--- config.mk ---
export PLATFORM = sky130hd
export DESIGN_NAME = volume_osd_step_and_fade_controller_core
export DESIGN_NICKNAME = d
export VERILOG_FILES = /design/src/design/vosd_pkg.sv /design/src/design/volume_osd_step_and_fade_controller_core.sv /design/src/design/vosd_pose.sv
export SDC_FILE = /design/constraint.sdc
export NUM_CORES = 2
export LEC_CHECK = 0
export BUFFER_PORTS_ARGS = -buffer_cell sky130_fd_sc_hd__buf_2
export CAP_MARGIN = 15
export CORE_MARGIN = 2
export CORE_UTILIZATION = 60
export DETAILED_ROUTE_END_ITERATION = 16
export MAX_ROUTING_LAYER = met4
export PLACE_DENSITY = 0.75
export SYNTH_ARGS = -nofsm -noshare
export SYNTH_HDL_FRONTEND = slang
export SYNTH_SLANG_ARGS = --single-unit
--- constraint.sdc ---
create_clock -name clock -period 16.65 [get_ports clock]
set_clock_uncertainty 0.15 [all_clocks]
set_input_delay 3.33 -clock clock [delete_from_list [all_inputs] [get_ports clock]]
set_output_delay 3.33 -clock clock [all_outputs]
set_load 0.05 [all_outputs]
--- src/design/vosd_pkg.sv ---
// Package for the volume overlay step and fade controller.
// Phase, item kind and register codes, fixed-point constants, pose unit structs.
// No dependencies.
`default_nettype none
package vosd_pkg;

   localparam logic [1:0] PH_HIDDEN = 2'd0;
   localparam logic [1:0] PH_INTRO  = 2'd1;
   localparam logic [1:0] PH_HOLD   = 2'd2;
   localparam logic [1:0] PH_OUTRO  = 2'd3;

   localparam logic [2:0] KIND_TICK   = 3'd0;
   localparam logic [2:0] KIND_UP     = 3'd1;
   localparam logic [2:0] KIND_DOWN   = 3'd2;
   localparam logic [2:0] KIND_MUTE   = 3'd3;
   localparam logic [2:0] KIND_REPORT = 3'd4;

   localparam logic [2:0] CSR_ENABLE = 3'd0;
   localparam logic [2:0] CSR_INTRO  = 3'd1;
   localparam logic [2:0] CSR_HOLD   = 3'd2;
   localparam logic [2:0] CSR_OUTRO  = 3'd3;

   localparam logic [16:0] ONE_Q16     = 17'd65536;
   localparam logic signed [12:0] HIDDEN_OFFSET = -13'sd3072;
   localparam logic [21:0] ELAPSED_MAX = 22'h3FFFFF;
   localparam logic [16:0] COEF_SU2    = 17'd43254;
   localparam logic [16:0] COEF_S2U    = 17'd70779;
   localparam logic [18:0] EASE_TOL    = 19'd3;

   typedef struct packed {
      logic [1:0]         phase;
      logic [21:0]        elapsed;
      logic [21:0]        len;
      logic [16:0]        start_op;
      logic signed [12:0] start_off;
   } pose_req_type;

   typedef struct packed {
      logic [16:0]        op;
      logic signed [12:0] off;
   } pose_rsp_type;

endpackage
`default_nettype wire

--- src/design/volume_osd_step_and_fade_controller_core.sv ---
// Volume overlay controller top level: step and mute rules, phase sequencer, result register.
// Depends on vosd_pkg and vosd_pose.
//
// Use: req_* carries one item (tick, up, down, toggle mute, system report); each transfer
// yields exactly one rsp_* item holding the pose, phase, step, mute flag and bar fill after
// the item. csr_* writes the enable and the three phase lengths; csr_ready is always high.
// Flow: an item whose phase is hidden or hold gets its fixed pose from the pose unit. In intro or
// outro the pose unit runs a progress divide (skipped once elapsed reaches the length), up to
// EASE_ITERATIONS bisection passes on the multiplier, then the cube and the blend. An item
// that begins a phase from an animated pose runs the pose unit twice, once to capture the
// start pose. One item is in work at a time; req_stall is high meanwhile.
// vosd_pose does all of its products on one shared multiplier.
// Reset: phase hidden, step 8 (STEP_COUNT if smaller), unmuted, registers at their defaults, result register empty.
// A stalled rsp holds its value; the next item is still taken and its result waits
// for the register to empty.
`default_nettype none
module volume_osd_step_and_fade_controller_core #(
   parameter int STEP_COUNT = 16,
   parameter int EASE_ITERATIONS = 10,
   localparam int SW = $clog2(STEP_COUNT + 1)
) (
   input  wire               clock,
   input  wire               reset,
   input  wire               req_valid,
   output logic              req_stall,
   input  wire  [2:0]        req_kind,
   input  wire  [4:0]        req_report_step,
   input  wire               req_report_muted,
   output logic              rsp_valid,
   input  wire               rsp_stall,
   output logic [16:0]       rsp_opacity,
   output logic signed [12:0] rsp_offset_y,
   output logic [1:0]        rsp_phase,
   output logic [SW-1:0]     rsp_volume_step,
   output logic              rsp_is_muted,
   output logic [7:0]        rsp_bar_fill,
   input  wire               csr_valid,
   output logic              csr_ready,
   input  wire  [2:0]        csr_index,
   input  wire  [21:0]       csr_data
);

   localparam logic [SW-1:0] STEP_MAX = SW'(STEP_COUNT);
   localparam logic [SW-1:0] STEP_RESET = SW'((STEP_COUNT < 8) ? STEP_COUNT : 8);

   localparam logic [1:0] S_IDLE = 2'd0;
   localparam logic [1:0] S_CAP  = 2'd1;
   localparam logic [1:0] S_FIN  = 2'd2;
   localparam logic [1:0] S_OUT  = 2'd3;

   logic [1:0]  st_ff, st_in;
   logic        go_ff, go_in;
   logic        cap_intro_ff, cap_intro_in;
   logic [1:0]  phase_ff, phase_in;
   logic [21:0] elapsed_ff, elapsed_in;
   logic [16:0] sop_ff, sop_in;
   logic signed [12:0] soff_ff, soff_in;
   logic [SW-1:0] step_ff, step_in, last_ff, last_in;
   logic        mute_ff, mute_in;
   logic        en_ff;
   logic [21:0] intro_ff, hold_ff, outro_ff;
   logic        rsp_valid_ff;
   logic [16:0] rsp_op_ff;
   logic signed [12:0] rsp_off_ff;
   logic [1:0]  rsp_phase_ff;
   logic [SW-1:0] rsp_step_ff;
   logic        rsp_mute_ff;
   logic [7:0]  rsp_bar_ff;

   logic [7:0]  bar_lut [STEP_COUNT+1];
   vosd_pkg::pose_req_type pose_req;
   vosd_pkg::pose_rsp_type pose_rsp;
   logic        pose_done, pose_busy;
   logic        req_xfer, rsp_load;

   for (genvar g = 0; g <= STEP_COUNT; g++) begin : g_bar
      assign bar_lut[g] = 8'((g * 240 + STEP_COUNT / 2) / STEP_COUNT);
   end

   assign pose_req.phase = phase_ff;
   assign pose_req.elapsed = elapsed_ff;
   assign pose_req.len = (phase_ff == vosd_pkg::PH_INTRO) ? intro_ff : outro_ff;
   assign pose_req.start_op = sop_ff;
   assign pose_req.start_off = soff_ff;

   vosd_pose #(
      .EASE_ITERATIONS(EASE_ITERATIONS)
   ) u_pose (
      .clock(clock),
      .reset(reset),
      .go(go_ff),
      .req(pose_req),
      .done(pose_done),
      .busy(pose_busy),
      .rsp(pose_rsp)
   );

   assign req_stall = st_ff != S_IDLE;
   assign req_xfer = req_valid && !req_stall;
   assign rsp_load = (st_ff == S_OUT) && (!rsp_valid_ff || !rsp_stall);
   assign csr_ready = 1'b1;

   always_comb begin
      logic [21:0] el;
      logic [SW-1:0] stp;
      logic        m;
      st_in = st_ff;
      cap_intro_in = cap_intro_ff;
      phase_in = phase_ff;
      elapsed_in = elapsed_ff;
      sop_in = sop_ff;
      soff_in = soff_ff;
      step_in = step_ff;
      mute_in = mute_ff;
      last_in = last_ff;
      el = (elapsed_ff < vosd_pkg::ELAPSED_MAX) ? elapsed_ff + 22'd1 : elapsed_ff;
      stp = step_ff;
      m = mute_ff;
      unique case (st_ff)
         S_IDLE: begin
            if (req_xfer) begin
               st_in = S_FIN;
               if (req_kind == vosd_pkg::KIND_REPORT) begin
                  stp = (32'(req_report_step) > STEP_COUNT) ? STEP_MAX : SW'(req_report_step);
                  step_in = stp;
                  mute_in = req_report_muted;
                  if (stp != '0) last_in = stp;
               end else if (en_ff && req_kind == vosd_pkg::KIND_TICK) begin
                  elapsed_in = el;
                  if (phase_ff == vosd_pkg::PH_INTRO && el >= intro_ff) begin
                     cap_intro_in = 1'b0;
                     st_in = S_CAP;
                  end else if (phase_ff == vosd_pkg::PH_HOLD && el >= hold_ff) begin
                     sop_in = vosd_pkg::ONE_Q16;
                     soff_in = '0;
                     elapsed_in = '0;
                     phase_in = (outro_ff == '0) ? vosd_pkg::PH_HIDDEN : vosd_pkg::PH_OUTRO;
                  end else if (phase_ff == vosd_pkg::PH_OUTRO && el >= outro_ff) begin
                     phase_in = vosd_pkg::PH_HIDDEN;
                  end
               end else if (en_ff && (req_kind == vosd_pkg::KIND_UP ||
                                      req_kind == vosd_pkg::KIND_DOWN ||
                                      req_kind == vosd_pkg::KIND_MUTE)) begin
                  if (req_kind == vosd_pkg::KIND_MUTE) begin
                     m = !mute_ff;
                     if (!m && stp == '0) stp = last_ff;
                  end else begin
                     if (m) begin
                        m = 1'b0;
                        stp = last_ff;
                     end
                     if (req_kind == vosd_pkg::KIND_UP) begin
                        if (stp < STEP_MAX) stp = stp + 1'b1;
                        last_in = stp;
                     end else begin
                        if (stp != '0) stp = stp - 1'b1;
                        if (stp != '0) last_in = stp;
                     end
                  end
                  step_in = stp;
                  mute_in = m;
                  if (phase_ff == vosd_pkg::PH_HIDDEN) begin
                     sop_in = '0;
                     soff_in = vosd_pkg::HIDDEN_OFFSET;
                     phase_in = vosd_pkg::PH_INTRO;
                     elapsed_in = '0;
                  end else if (phase_ff == vosd_pkg::PH_OUTRO) begin
                     cap_intro_in = 1'b1;
                     st_in = S_CAP;
                  end else if (phase_ff == vosd_pkg::PH_HOLD) begin
                     elapsed_in = '0;
                  end
               end
            end
         end
         S_CAP: begin
            if (pose_done) begin
               sop_in = pose_rsp.op;
               soff_in = pose_rsp.off;
               elapsed_in = '0;
               st_in = S_FIN;
               if (cap_intro_ff) begin
                  phase_in = vosd_pkg::PH_INTRO;
               end else if (hold_ff != '0) begin
                  phase_in = vosd_pkg::PH_HOLD;
               end else begin
                  sop_in = vosd_pkg::ONE_Q16;
                  soff_in = '0;
                  phase_in = (outro_ff == '0) ? vosd_pkg::PH_HIDDEN : vosd_pkg::PH_OUTRO;
               end
            end
         end
         S_FIN: begin
            if (pose_done) st_in = S_OUT;
         end
         S_OUT: begin
            if (rsp_load) st_in = S_IDLE;
         end
         default: st_in = S_IDLE;
      endcase
   end

   assign go_in = (st_in == S_CAP || st_in == S_FIN) && (st_in != st_ff);

   always_ff @(posedge clock) begin
      if (reset) begin
         st_ff <= S_IDLE;
         go_ff <= 1'b0;
         cap_intro_ff <= 1'b0;
         phase_ff <= vosd_pkg::PH_HIDDEN;
         elapsed_ff <= '0;
         sop_ff <= '0;
         soff_ff <= vosd_pkg::HIDDEN_OFFSET;
         step_ff <= STEP_RESET;
         mute_ff <= 1'b0;
         last_ff <= STEP_RESET;
         en_ff <= 1'b1;
         intro_ff <= 22'd220000;
         hold_ff <= 22'd1100000;
         outro_ff <= 22'd200000;
         rsp_valid_ff <= 1'b0;
      end else begin
         st_ff <= st_in;
         go_ff <= go_in;
         cap_intro_ff <= cap_intro_in;
         phase_ff <= phase_in;
         elapsed_ff <= elapsed_in;
         sop_ff <= sop_in;
         soff_ff <= soff_in;
         step_ff <= step_in;
         mute_ff <= mute_in;
         last_ff <= last_in;
         if (csr_valid && csr_ready) begin
            unique case (csr_index)
               vosd_pkg::CSR_ENABLE: en_ff <= csr_data[0];
               vosd_pkg::CSR_INTRO:  intro_ff <= csr_data;
               vosd_pkg::CSR_HOLD:   hold_ff <= csr_data;
               vosd_pkg::CSR_OUTRO:  outro_ff <= csr_data;
               default: ;
            endcase
         end
         if (rsp_load) rsp_valid_ff <= 1'b1;
         else if (rsp_valid_ff && !rsp_stall) rsp_valid_ff <= 1'b0;
      end
   end

   always_ff @(posedge clock) begin
      if (rsp_load) begin
         rsp_op_ff <= pose_rsp.op;
         rsp_off_ff <= pose_rsp.off;
         rsp_phase_ff <= phase_ff;
         rsp_step_ff <= step_ff;
         rsp_mute_ff <= mute_ff;
         rsp_bar_ff <= mute_ff ? 8'd0 : bar_lut[step_ff];
      end
   end

   assign rsp_valid = rsp_valid_ff;
   assign rsp_opacity = rsp_op_ff;
   assign rsp_offset_y = rsp_off_ff;
   assign rsp_phase = rsp_phase_ff;
   assign rsp_volume_step = rsp_step_ff;
   assign rsp_is_muted = rsp_mute_ff;
   assign rsp_bar_fill = rsp_bar_ff;

`ifndef SYNTHESIS
   a_hidden_pose: assert property (@(posedge clock) disable iff (reset)
      rsp_valid && rsp_phase == vosd_pkg::PH_HIDDEN |->
         rsp_opacity == 17'd0 && rsp_offset_y == vosd_pkg::HIDDEN_OFFSET)
      else $error("hidden result with nonzero pose");
   a_hold_pose: assert property (@(posedge clock) disable iff (reset)
      rsp_valid && rsp_phase == vosd_pkg::PH_HOLD |->
         rsp_opacity == vosd_pkg::ONE_Q16 && rsp_offset_y == 13'sd0)
      else $error("hold result not fully shown");
   a_pose_busy: assert property (@(posedge clock) disable iff (reset)
      pose_busy |-> st_ff == S_CAP || st_ff == S_FIN)
      else $error("pose unit running outside capture or final pass");
   a_step_range: assert property (@(posedge clock) disable iff (reset)
      rsp_valid |-> rsp_volume_step <= STEP_MAX && rsp_opacity <= vosd_pkg::ONE_Q16)
      else $error("result out of range");
`endif

endmodule
`default_nettype wire

--- src/design/vosd_pose.sv ---
// Pose unit: phase progress divide, Bezier ease bisection, cube and blend; all products share one multiplier.
// Depends on vosd_pkg.
`default_nettype none
module vosd_pose #(
   parameter int EASE_ITERATIONS = 10
) (
   input  wire                   clock,
   input  wire                   reset,
   input  wire                   go,
   input  vosd_pkg::pose_req_type req,
   output logic                  done,
   output logic                  busy,
   output vosd_pkg::pose_rsp_type rsp
);

   localparam int IW = $clog2(EASE_ITERATIONS);

   localparam logic [2:0] P_IDLE  = 3'd0;
   localparam logic [2:0] P_DIV   = 3'd1;
   localparam logic [2:0] P_EASE  = 3'd2;
   localparam logic [2:0] P_CUBE  = 3'd3;
   localparam logic [2:0] P_BLEND = 3'd4;
   localparam logic [2:0] P_DONE  = 3'd5;

   localparam logic [2:0] M_SU  = 3'd0;
   localparam logic [2:0] M_SU2 = 3'd1;
   localparam logic [2:0] M_S2U = 3'd2;
   localparam logic [2:0] M_SQ  = 3'd3;
   localparam logic [2:0] M_S3  = 3'd4;
   localparam logic [2:0] M_A1  = 3'd5;
   localparam logic [2:0] M_A2  = 3'd6;
   localparam logic [2:0] M_CMP = 3'd7;

   logic [2:0]  pst_ff, pst_in;
   logic [2:0]  sub_ff, sub_in;
   logic [3:0]  div_cnt_ff, div_cnt_in;
   logic [IW-1:0] iter_ff, iter_in;
   vosd_pkg::pose_req_type req_ff, req_in;
   logic [21:0] rem_ff, rem_in;
   logic [16:0] t_ff, t_in, s_ff, s_in, lo_ff, lo_in, hi_ff, hi_in;
   logic [33:0] p_ff, p_in, acc_ff, acc_in;
   logic [16:0] su2_ff, su2_in, s2u_ff, s2u_in, s3_ff, s3_in, e_ff, e_in;
   logic [18:0] x_ff, x_in;
   vosd_pkg::pose_rsp_type rsp_ff, rsp_in;

   logic [33:0] mul_a;
   logic [16:0] mul_b;
   logic [50:0] prod;

   assign prod = 51'(mul_a) * 51'(mul_b);

   always_comb begin
      logic [16:0] u;
      logic [22:0] rem2;
      logic        ge;
      logic [34:0] sum;
      logic [18:0] d;
      logic [16:0] nlo, nhi;
      logic [17:0] mid;
      logic signed [17:0] dop;
      logic signed [13:0] doff;
      logic [16:0] mag_op;
      logic [13:0] mag_off;
      logic [34:0] rnd;
      logic [17:0] r;
      logic [17:0] op_w;
      logic signed [13:0] off_w;
      pst_in = pst_ff;
      sub_in = sub_ff;
      div_cnt_in = div_cnt_ff;
      iter_in = iter_ff;
      req_in = req_ff;
      rem_in = rem_ff;
      t_in = t_ff;
      s_in = s_ff;
      lo_in = lo_ff;
      hi_in = hi_ff;
      p_in = p_ff;
      acc_in = acc_ff;
      su2_in = su2_ff;
      s2u_in = s2u_ff;
      s3_in = s3_ff;
      e_in = e_ff;
      x_in = x_ff;
      rsp_in = rsp_ff;
      mul_a = '0;
      mul_b = '0;
      u = vosd_pkg::ONE_Q16 - s_ff;
      rem2 = {rem_ff, 1'b0};
      ge = rem2 >= {1'b0, req_ff.len};
      sum = '0;
      d = '0;
      nlo = lo_ff;
      nhi = hi_ff;
      mid = '0;
      dop = '0;
      doff = '0;
      mag_op = '0;
      mag_off = '0;
      rnd = '0;
      r = '0;
      op_w = '0;
      off_w = '0;
      unique case (pst_ff)
         P_IDLE: begin
            if (go) begin
               req_in = req;
               if (req.phase == vosd_pkg::PH_HIDDEN) begin
                  rsp_in.op = '0;
                  rsp_in.off = vosd_pkg::HIDDEN_OFFSET;
                  pst_in = P_DONE;
               end else if (req.phase == vosd_pkg::PH_HOLD) begin
                  rsp_in.op = vosd_pkg::ONE_Q16;
                  rsp_in.off = '0;
                  pst_in = P_DONE;
               end else if (req.elapsed >= req.len) begin
                  t_in = vosd_pkg::ONE_Q16;
                  s_in = vosd_pkg::ONE_Q16;
                  lo_in = '0;
                  hi_in = vosd_pkg::ONE_Q16;
                  iter_in = '0;
                  sub_in = M_SU;
                  pst_in = P_EASE;
               end else begin
                  rem_in = req.elapsed;
                  t_in = '0;
                  div_cnt_in = '0;
                  pst_in = P_DIV;
               end
            end
         end
         P_DIV: begin
            rem_in = ge ? 22'(rem2 - {1'b0, req_ff.len}) : rem2[21:0];
            t_in = {t_ff[15:0], ge};
            div_cnt_in = div_cnt_ff + 4'd1;
            if (div_cnt_ff == 4'd15) begin
               s_in = {t_ff[15:0], ge};
               lo_in = '0;
               hi_in = vosd_pkg::ONE_Q16;
               iter_in = '0;
               sub_in = M_SU;
               pst_in = P_EASE;
            end
         end
         P_EASE: begin
            sub_in = sub_ff + 3'd1;
            case (sub_ff)
               M_SU: begin
                  mul_a = 34'(s_ff);
                  mul_b = u;
                  p_in = prod[33:0];
               end
               M_SU2: begin
                  mul_a = p_ff;
                  mul_b = u;
                  su2_in = prod[48:32];
               end
               M_S2U: begin
                  mul_a = p_ff;
                  mul_b = s_ff;
                  s2u_in = prod[48:32];
               end
               M_SQ: begin
                  mul_a = 34'(s_ff);
                  mul_b = s_ff;
                  p_in = prod[33:0];
               end
               M_S3: begin
                  mul_a = p_ff;
                  mul_b = s_ff;
                  s3_in = prod[48:32];
               end
               M_A1: begin
                  mul_a = 34'(su2_ff);
                  mul_b = vosd_pkg::COEF_SU2;
                  acc_in = prod[33:0];
               end
               M_A2: begin
                  mul_a = 34'(s2u_ff);
                  mul_b = vosd_pkg::COEF_S2U;
                  sum = {1'b0, acc_ff} + prod[34:0];
                  x_in = sum[34:16] + 19'(s3_ff);
               end
               default: begin
                  d = (x_ff > 19'(t_ff)) ? x_ff - 19'(t_ff) : 19'(t_ff) - x_ff;
                  if (d <= vosd_pkg::EASE_TOL) begin
                     sub_in = M_SU;
                     pst_in = P_CUBE;
                  end else begin
                     if (x_ff < 19'(t_ff)) nlo = s_ff;
                     else nhi = s_ff;
                     mid = 18'(nlo) + 18'(nhi);
                     lo_in = nlo;
                     hi_in = nhi;
                     s_in = mid[17:1];
                     sub_in = M_SU;
                     if (iter_ff == IW'(EASE_ITERATIONS - 1)) pst_in = P_CUBE;
                     else iter_in = iter_ff + 1'b1;
                  end
               end
            endcase
         end
         P_CUBE: begin
            mul_b = u;
            if (sub_ff == M_SU) begin
               mul_a = 34'(u);
               p_in = prod[33:0];
               sub_in = M_SU2;
            end else begin
               mul_a = p_ff;
               e_in = vosd_pkg::ONE_Q16 - prod[48:32];
               sub_in = M_SU;
               pst_in = P_BLEND;
            end
         end
         P_BLEND: begin
            mul_b = e_ff;
            if (sub_ff == M_SU) begin
               dop = ((req_ff.phase == vosd_pkg::PH_INTRO) ? 18'sd65536 : 18'sd0)
                     - $signed({1'b0, req_ff.start_op});
               mag_op = dop[17] ? 17'(-dop) : 17'(dop);
               mul_a = 34'(mag_op);
               rnd = prod[34:0] + 35'd32768;
               r = 18'(rnd[34:16]);
               op_w = dop[17] ? {1'b0, req_ff.start_op} - r : {1'b0, req_ff.start_op} + r;
               rsp_in.op = op_w[16:0];
               sub_in = M_SU2;
            end else begin
               doff = ((req_ff.phase == vosd_pkg::PH_INTRO) ? 14'sd0 : -14'sd3072)
                      - 14'(req_ff.start_off);
               mag_off = doff[13] ? 14'(-doff) : 14'(doff);
               mul_a = 34'(mag_off);
               rnd = prod[34:0] + 35'd32768;
               r = 18'(rnd[34:16]);
               off_w = doff[13] ? 14'(req_ff.start_off) - $signed(14'(r))
                                : 14'(req_ff.start_off) + $signed(14'(r));
               rsp_in.off = off_w[12:0];
               sub_in = M_SU;
               pst_in = P_DONE;
            end
         end
         P_DONE: pst_in = P_IDLE;
         default: pst_in = P_IDLE;
      endcase
   end

   always_ff @(posedge clock) begin
      if (reset) begin
         pst_ff <= P_IDLE;
         sub_ff <= M_SU;
         div_cnt_ff <= '0;
         iter_ff <= '0;
      end else begin
         pst_ff <= pst_in;
         sub_ff <= sub_in;
         div_cnt_ff <= div_cnt_in;
         iter_ff <= iter_in;
      end
   end

   always_ff @(posedge clock) begin
      req_ff <= req_in;
      rem_ff <= rem_in;
      t_ff <= t_in;
      s_ff <= s_in;
      lo_ff <= lo_in;
      hi_ff <= hi_in;
      p_ff <= p_in;
      acc_ff <= acc_in;
      su2_ff <= su2_in;
      s2u_ff <= s2u_in;
      s3_ff <= s3_in;
      e_ff <= e_in;
      x_ff <= x_in;
      rsp_ff <= rsp_in;
   end

   assign done = pst_ff == P_DONE;
   assign busy = pst_ff != P_IDLE;
   assign rsp = rsp_ff;

endmodule
`default_nettype wire

**Word-level counts from Yosys, hierarchy flattened**

Memory sizes are Yosys's and may differ from the RTL's. A register that Yosys moved wholly into a read port is not among the register bits.
Index checks and enable logic that the tools add are counted.

- RAM bits: 0
- Bits in latches: 0
- Word-level logic and storage cells: 412
- Bits in read-only memories: 256
- Bits of input ports: 39
- Register bits: 518
- Memories: 1

- Multipliers: 1
- Mux-type cells: 194
- Reduce and logical (&&, ||, !) cells: 75
- Shifts and indexed selects: 0
- $lt $le $gt $ge: 11
- $add $sub $neg: 23
- Bitwise gates (word level): 3
- Div/mod/pow operators: 0
- Equal/unequal tests: 62

Memory list:

| memory | words | bits a word | read ports | clocked after memory_dff | write ports | RTL line | RTL |
|---|---|---|---|---|---|---|---|
| (no name shown) | 32 | 8 | 1 | 1 | 0 | volume_osd_step_and_fade_controller_core.sv:254 | `rsp_bar_ff <= mute_ff ? 8'd0 : bar_lut[step_ff];` |

Operators by type and width:

| kind | number |
|---|---|
| 2-to-1 mux 17 bit | 44 |
| 2-to-1 mux 22 bit | 17 |
| case mux 17 bit (3 select lines) | 4 |
| 2-to-1 mux 13 bit | 12 |
| 2-to-1 mux 5 bit | 30 |
| case mux 34 bit (4 select lines) | 1 |
| 2-to-1 mux 34 bit | 3 |
| case mux 34 bit (3 select lines) | 1 |
| 2-to-1 mux 30 bit | 3 |
| >= comparator 22 bit | 4 |
| case mux 22 bit (2 select lines) | 2 |
| case mux 17 bit (2 select lines) | 2 |
| case mux 17 bit (4 select lines) | 1 |
| case mux 34 bit (2 select lines) | 1 |
| case mux 30 bit (2 select lines) | 1 |
| multiplier 34 x 17 -> 49 bit | 1 |
| 2-to-1 mux 4 bit | 12 |
| 2-to-1 mux 2 bit | 23 |
| 2-to-1 mux 3 bit | 15 |
| adder 34 x 35 -> 35 bit | 1 |
| subtractor 17 bit (first input constant) | 2 |
| adder 33 x 16 -> 33 bit (second input constant) | 1 |
| != test 2 bit (second input constant) | 16 |
| 2-to-1 mux 14 bit | 2 |
| other kinds (71) | 170 |

**Longest topological paths before layout**

- Word-level depth: 25
- Depth in mapped cells: 55

**Modules after synthesis**

Synthesis repeated with hierarchy kept, for this count alone.

- Cell total of the unflattened synthesis: 5759
- Area, all modules: 51912.3 um^2

By module, submodules not included:

| module | instances | area each (um^2) | cells each |
|---|---|---|---|
| vosd_pose | 1 | 42229.3 | 4618 |
| volume_osd_step_and_fade_controller_core | 1 | 9683.0 | 1141 |

**Least setup slack after synthesis**

OpenSTA, ideal clock, no wires.

- Path kind: reg2reg
- Start point: register u_pose.req_ff[13] (netlist name)
- End point: register u_pose.rsp_ff, in the netlist u_pose.rsp[29] (data pin)
- Required time: 16.241 ns
- Cell stages (with the launch flop): 47
- Buffers on the path: 2
- Setup slack: 4.583 ns
- Setup time: 0.259 ns
- Arrival: 11.658 ns
- Cell sequence: edfxtp_1 inv_1 ha_1 nor2b_1 nand2_1 and2_1 or4_1 or3_1 o31ai_1 xnor2_1 a21oi_1 o21ai_1 buf_2 nand2_1 fa_1 fa_1 fa_1 inv_1 (+11 left out) inv_1 xnor3_1 nand2_1 or4_1 or4b_4 nand2_1 xor2_1 ha_1 a31oi_1 o21bai_1 a2111oi_0 or3_1 o21ai_0 a31oi_1 xnor3_1 nand2b_1 mux2i_1 nor2_1

RTL lines:

| item | RTL line | RTL |
|---|---|---|
| start: declaration | vosd_pose.sv:38 | `vosd_pkg::pose_req_type req_ff, req_in;` |
| start signal: assignment | vosd_pose.sv:262 | `req_ff <= req_in;` |
| end signal: assignment | vosd_pose.sv:275 | `rsp_ff <= rsp_in;` |
| end: declaration | vosd_pose.sv:44 | `vosd_pkg::pose_rsp_type rsp_ff, rsp_in;` |

==> impl_summary.md <==
Clocking
Clock latency on the worst-skew pair, taken at its later pin, is between 0.6 and 0.7 ns. Post-CTS timing repair inserted 0 buffers for setup. The maximum clock path buffer count is 3.

The master cell of the clock root buffer is clkbuf_16. Buffers inserted during clock tree synthesis total 55. TritonCTS built the clock tree. In this run the number of H-tree levels came out at 2.

The number of hold buffers added after CTS was 0. The number of gates resized after cts is 0. After clock tree synthesis, the clock-pin slew on the worst setup and hold paths is 0.08 ns. The clock net in this run drives a total of between 500 and 600 sinks.

Timing
The count of final hold-check violations was 0. The setup-violating endpoint count in the final report is 0. Measured against its own limit, the worst slew margin works out to 15.2%.

The time the final worst path needs with I/O delays and setup is 14.78 ns. The number of max-slew violations in the final report is 0. The setup total negative slack is 0 ns.

The maximum frequency from static timing analysis is between 0.06 and 0.07 GHz. The worst-margin pin slew is around 1.3 ns. Final hold analysis gives a worst-case slack of between 0.2 and 0.3 ns. Setup repair after global routing left no endpoint under its margin.

The share of the clock period used by the worst path is about nine tenths.

Floorplan
between 80 and 90 I/O pins were placed. The floorplan step defined a die boundary enclosing ~88000 sq um. The placeable core region is ~85000 sq um. The initialized floorplan defines 107 standard-cell rows.

The initial core utilization is between 60% and 70%. The chip height is between 200 and 300 microns. The horizontal die dimension is between 200 and 300 microns.

Final layout
The number of inserted filler cells in the final layout is 7120. The count of cells in the finished layout, fillers not included, comes to approximately 7000. The commonest non-fill, non-tap cell in the layout is nand2_1. From synthesis to final layout, the design area changed by 6.79%. The final layout contains approximately 6500 nets. In the layout the commonest cells are 756 x nand2_1, 752 x inv_1, 485 x fa_1, 465 x nor2_1, 377 x ha_1. The post-route netlist has between 6 and 7% of its cells at a drive strength greater than 1. The final design utilization is 64.4%.

Placed design
Once placement completed, the tool counted placed cells totaling around 6700. The final HPWL from detailed placement is approximately 110000 microns. Routability-driven placement finished with a final weighted congestion of between 1 and 1.5.

The number of buffer cells added on primary ports is 86.

Detailed routing
The pre-antenna-repair detailed-routing pass consisted of 8 iterations. The residual DRC count is 0. In the routed layout, each cell is associated on average with a via count of 6.10. Across all layers, the routed design uses ~42000 vias. In this run, the number of DRC markers left after iteration 0 of detailed routing was 3900. Once detail routing completed, the nets flagged for antenna violations numbered 0.

For this block, the routed nets add up to around 150000 microns of wire. The detail-routed net length per standard cell is around 21 microns.

Synthesis
Of the synthesized area, sequential elements account for between 20% and 30%. The proportion of synthesized flip-flops having asynchronous set or reset is 0%. The number of flops mapped to enable cells by yosys is approximately 380. The number of nets handed over by synthesis was ~6500. The mapped netlist covers about 50000 sq um. The mean post-synth cell area is 9.07 sq um. Counting every instance in the synthesized netlist gives 5642. The flop and latch count out of synthesis is between 500 and 600.

In the synthesized netlist the dominant register cell turns out to be edfxtp_1. The yosys synthesis warning count is 0. The netlist uses between 100 and 150 different library cells.

GRT
The fraction of met3 tracks used by global routing is about 6.2%. For met1 alone, demand over resource in global routing was between 40 and 50%. Global routing consumed, over all layers together, a little over a third of the routing resources. The largest net degree at the start of global routing is 81. The total global routing overflow is 0.

The highest-utilization routing layer at the global route stage is met2. The number of antenna violations at the first check in global routing is 6. The number of global-route vias before repair came to 40500. Global routing used between 50 and 60% of the available met2 tracks.

The wire length of the first global-routing pass is between 200000 and 250000 microns.

Job
Max-cap violations in this run came to 0.

Setup path
The critical path endpoint category is a flip-flop. The master of the slowest instance on the critical path is nor4_1. In this run the critical register-to-register path is launched from u_pose.req_ff[17]$_DFFE_PP_. Along the worst path, the maximum fanout reaches 21.

On the worst path, the slowest cell contributes a delay of around 0.85 ns. The startpoint class of the critical path is a flip-flop. The required time at the endpoint of the critical path is 16.87 ns.

STA puts the critical path data arrival time at about 15 ns. The critical path class is reg2reg. The cell that appears most often on the critical path is fa_1. The source of the critical timing path is u_pose.req_ff[17]$_DFFE_PP_.

Power and ir drop
The leakage power total is ~24 nW. In this run the power density over the cells is 148 nW/um^2. The largest vdd supply drop is approximately 0.15 mV.

Hold path
The tightest min-delay check is of the reg2reg type. In this run the most critical hold path is launched from sop_ff[14]$_SDFFE_PP0P_.

Status
The flow ran to the end, and the final reports show no timing, DRC or antenna violations.
metrics by stage:
stage               cell area [sq um]  total power [mW]  setup WS (ns)
floorplan                       51200              5.26           4.58
global placement                52800              6.63           2.39
detailed placement              52800              6.70           2.28
CTS                             54600              7.99           2.19
global route                    54700              8.60           1.10
finish                          54700              8.09           1.87
per-layer routing:
metal	wire (microns)	share of wire [%]
met2	66900	46
met4	4830	3.3
met1	61200	42
met3	13200	9.0
met5	0	0
worst paths after layout:
| path | to | slack, ns | depth (start not counted) |
|---|---|---|---|
| worst max-delay path | u_pose.rsp[29]$_DFFE_PP_ | 1.87 | 42 |
| worst max register to register | u_pose.rsp[29]$_DFFE_PP_ | 1.87 | 42 |
| worst min-delay path | u_pose.req_ff[27]$_DFFE_PP_ | 0.28 | 0 |
| worst min register to register | u_pose.req_ff[27]$_DFFE_PP_ | 0.28 | 0 |
report_power, final:
part           internal [mW]  switching (mW)
logic                   1.82            3.21
registers               1.70           0.107
clock network          0.696           0.555
synth_stat cells (all sizes together), types with 26 or more instances:
master	number	area share, %
mux2	37	0.81
a21oi	304	3.0
nand2b	29	0.35
dfxtp	151	5.9
nor4	38	0.50
edfxtp	375	22
o21a	53	0.78
nand4	52	0.64
xor2	83	1.4
xnor2	176	3.0
or3	29	0.35
fa	485	19
a211o	37	0.63
clkbuf	222	1.6
a211oi	26	0.41
nand2	757	5.6
o21ai	179	1.8
and3	53	0.67
nand3	72	0.71
buf	30	0.26
inv	753	5.5
nor2b	39	0.48
and2	173	2.1
nor2	469	3.5
nor3	99	1.0
a221oi	26	0.44
a21o	110	1.6
ha	377	9.2
o211ai	27	0.42
flip-flops by register name, indices dropped and copies added (netlist names), 19 cells and up:
| register | flops |
|---|---|
| u_pose.rem_ff | 22 |
| outro_ff | 22 |
| u_pose.p_ff | 34 |
| u_pose.req_ff | 54 |
| elapsed_ff | 22 |
| u_pose.acc_ff | 34 |
| u_pose.rsp | 30 |
| u_pose.x_ff | 19 |
| intro_ff | 22 |
| hold_ff | 22 |
cell type report:
cell class	instances	area (sq um)	area share, %
Multi-Input combinational cell	4110	33200	60.8
Clock inverter	33	323	0.591
Sequential cell	526	14300	26.1
Clock buffer	69	1480	2.71
Antenna cell	9	22.5	0.0412
Tap cell	1144	1430	2.62
Inverter	754	2830	5.18
Timing Repair Buffer	168	1050	1.92
cells by family after synthesis:
logic type	count (synthesis)	synth area share, %
XOR/XNOR	262	4.58
other	1	0.00733
adder cells (fa/ha/maj)	862	28.2
flip-flops	526	27.9
AND/OR/NAND/NOR	1902	17.3
AO/OA/AOI/OAI	1021	13.3
multiplexers	62	1.30
buffers and inverters	1006	7.42
critical path: cells and delay by family, from the launching register on:
kind                     cells  cell delay, ns
multiplexers                 1            0.16
XOR/XNOR                     4            1.08
adder cells (fa/ha/maj)      8            3.74
buffers and inverters        4            0.20
AND/OR/NAND/NOR             13            4.54
flip-flops                   1            0.52
AO/OA/AOI/OAI               12            4.12
No activity file was read; power rests on OpenSTA's default activity.
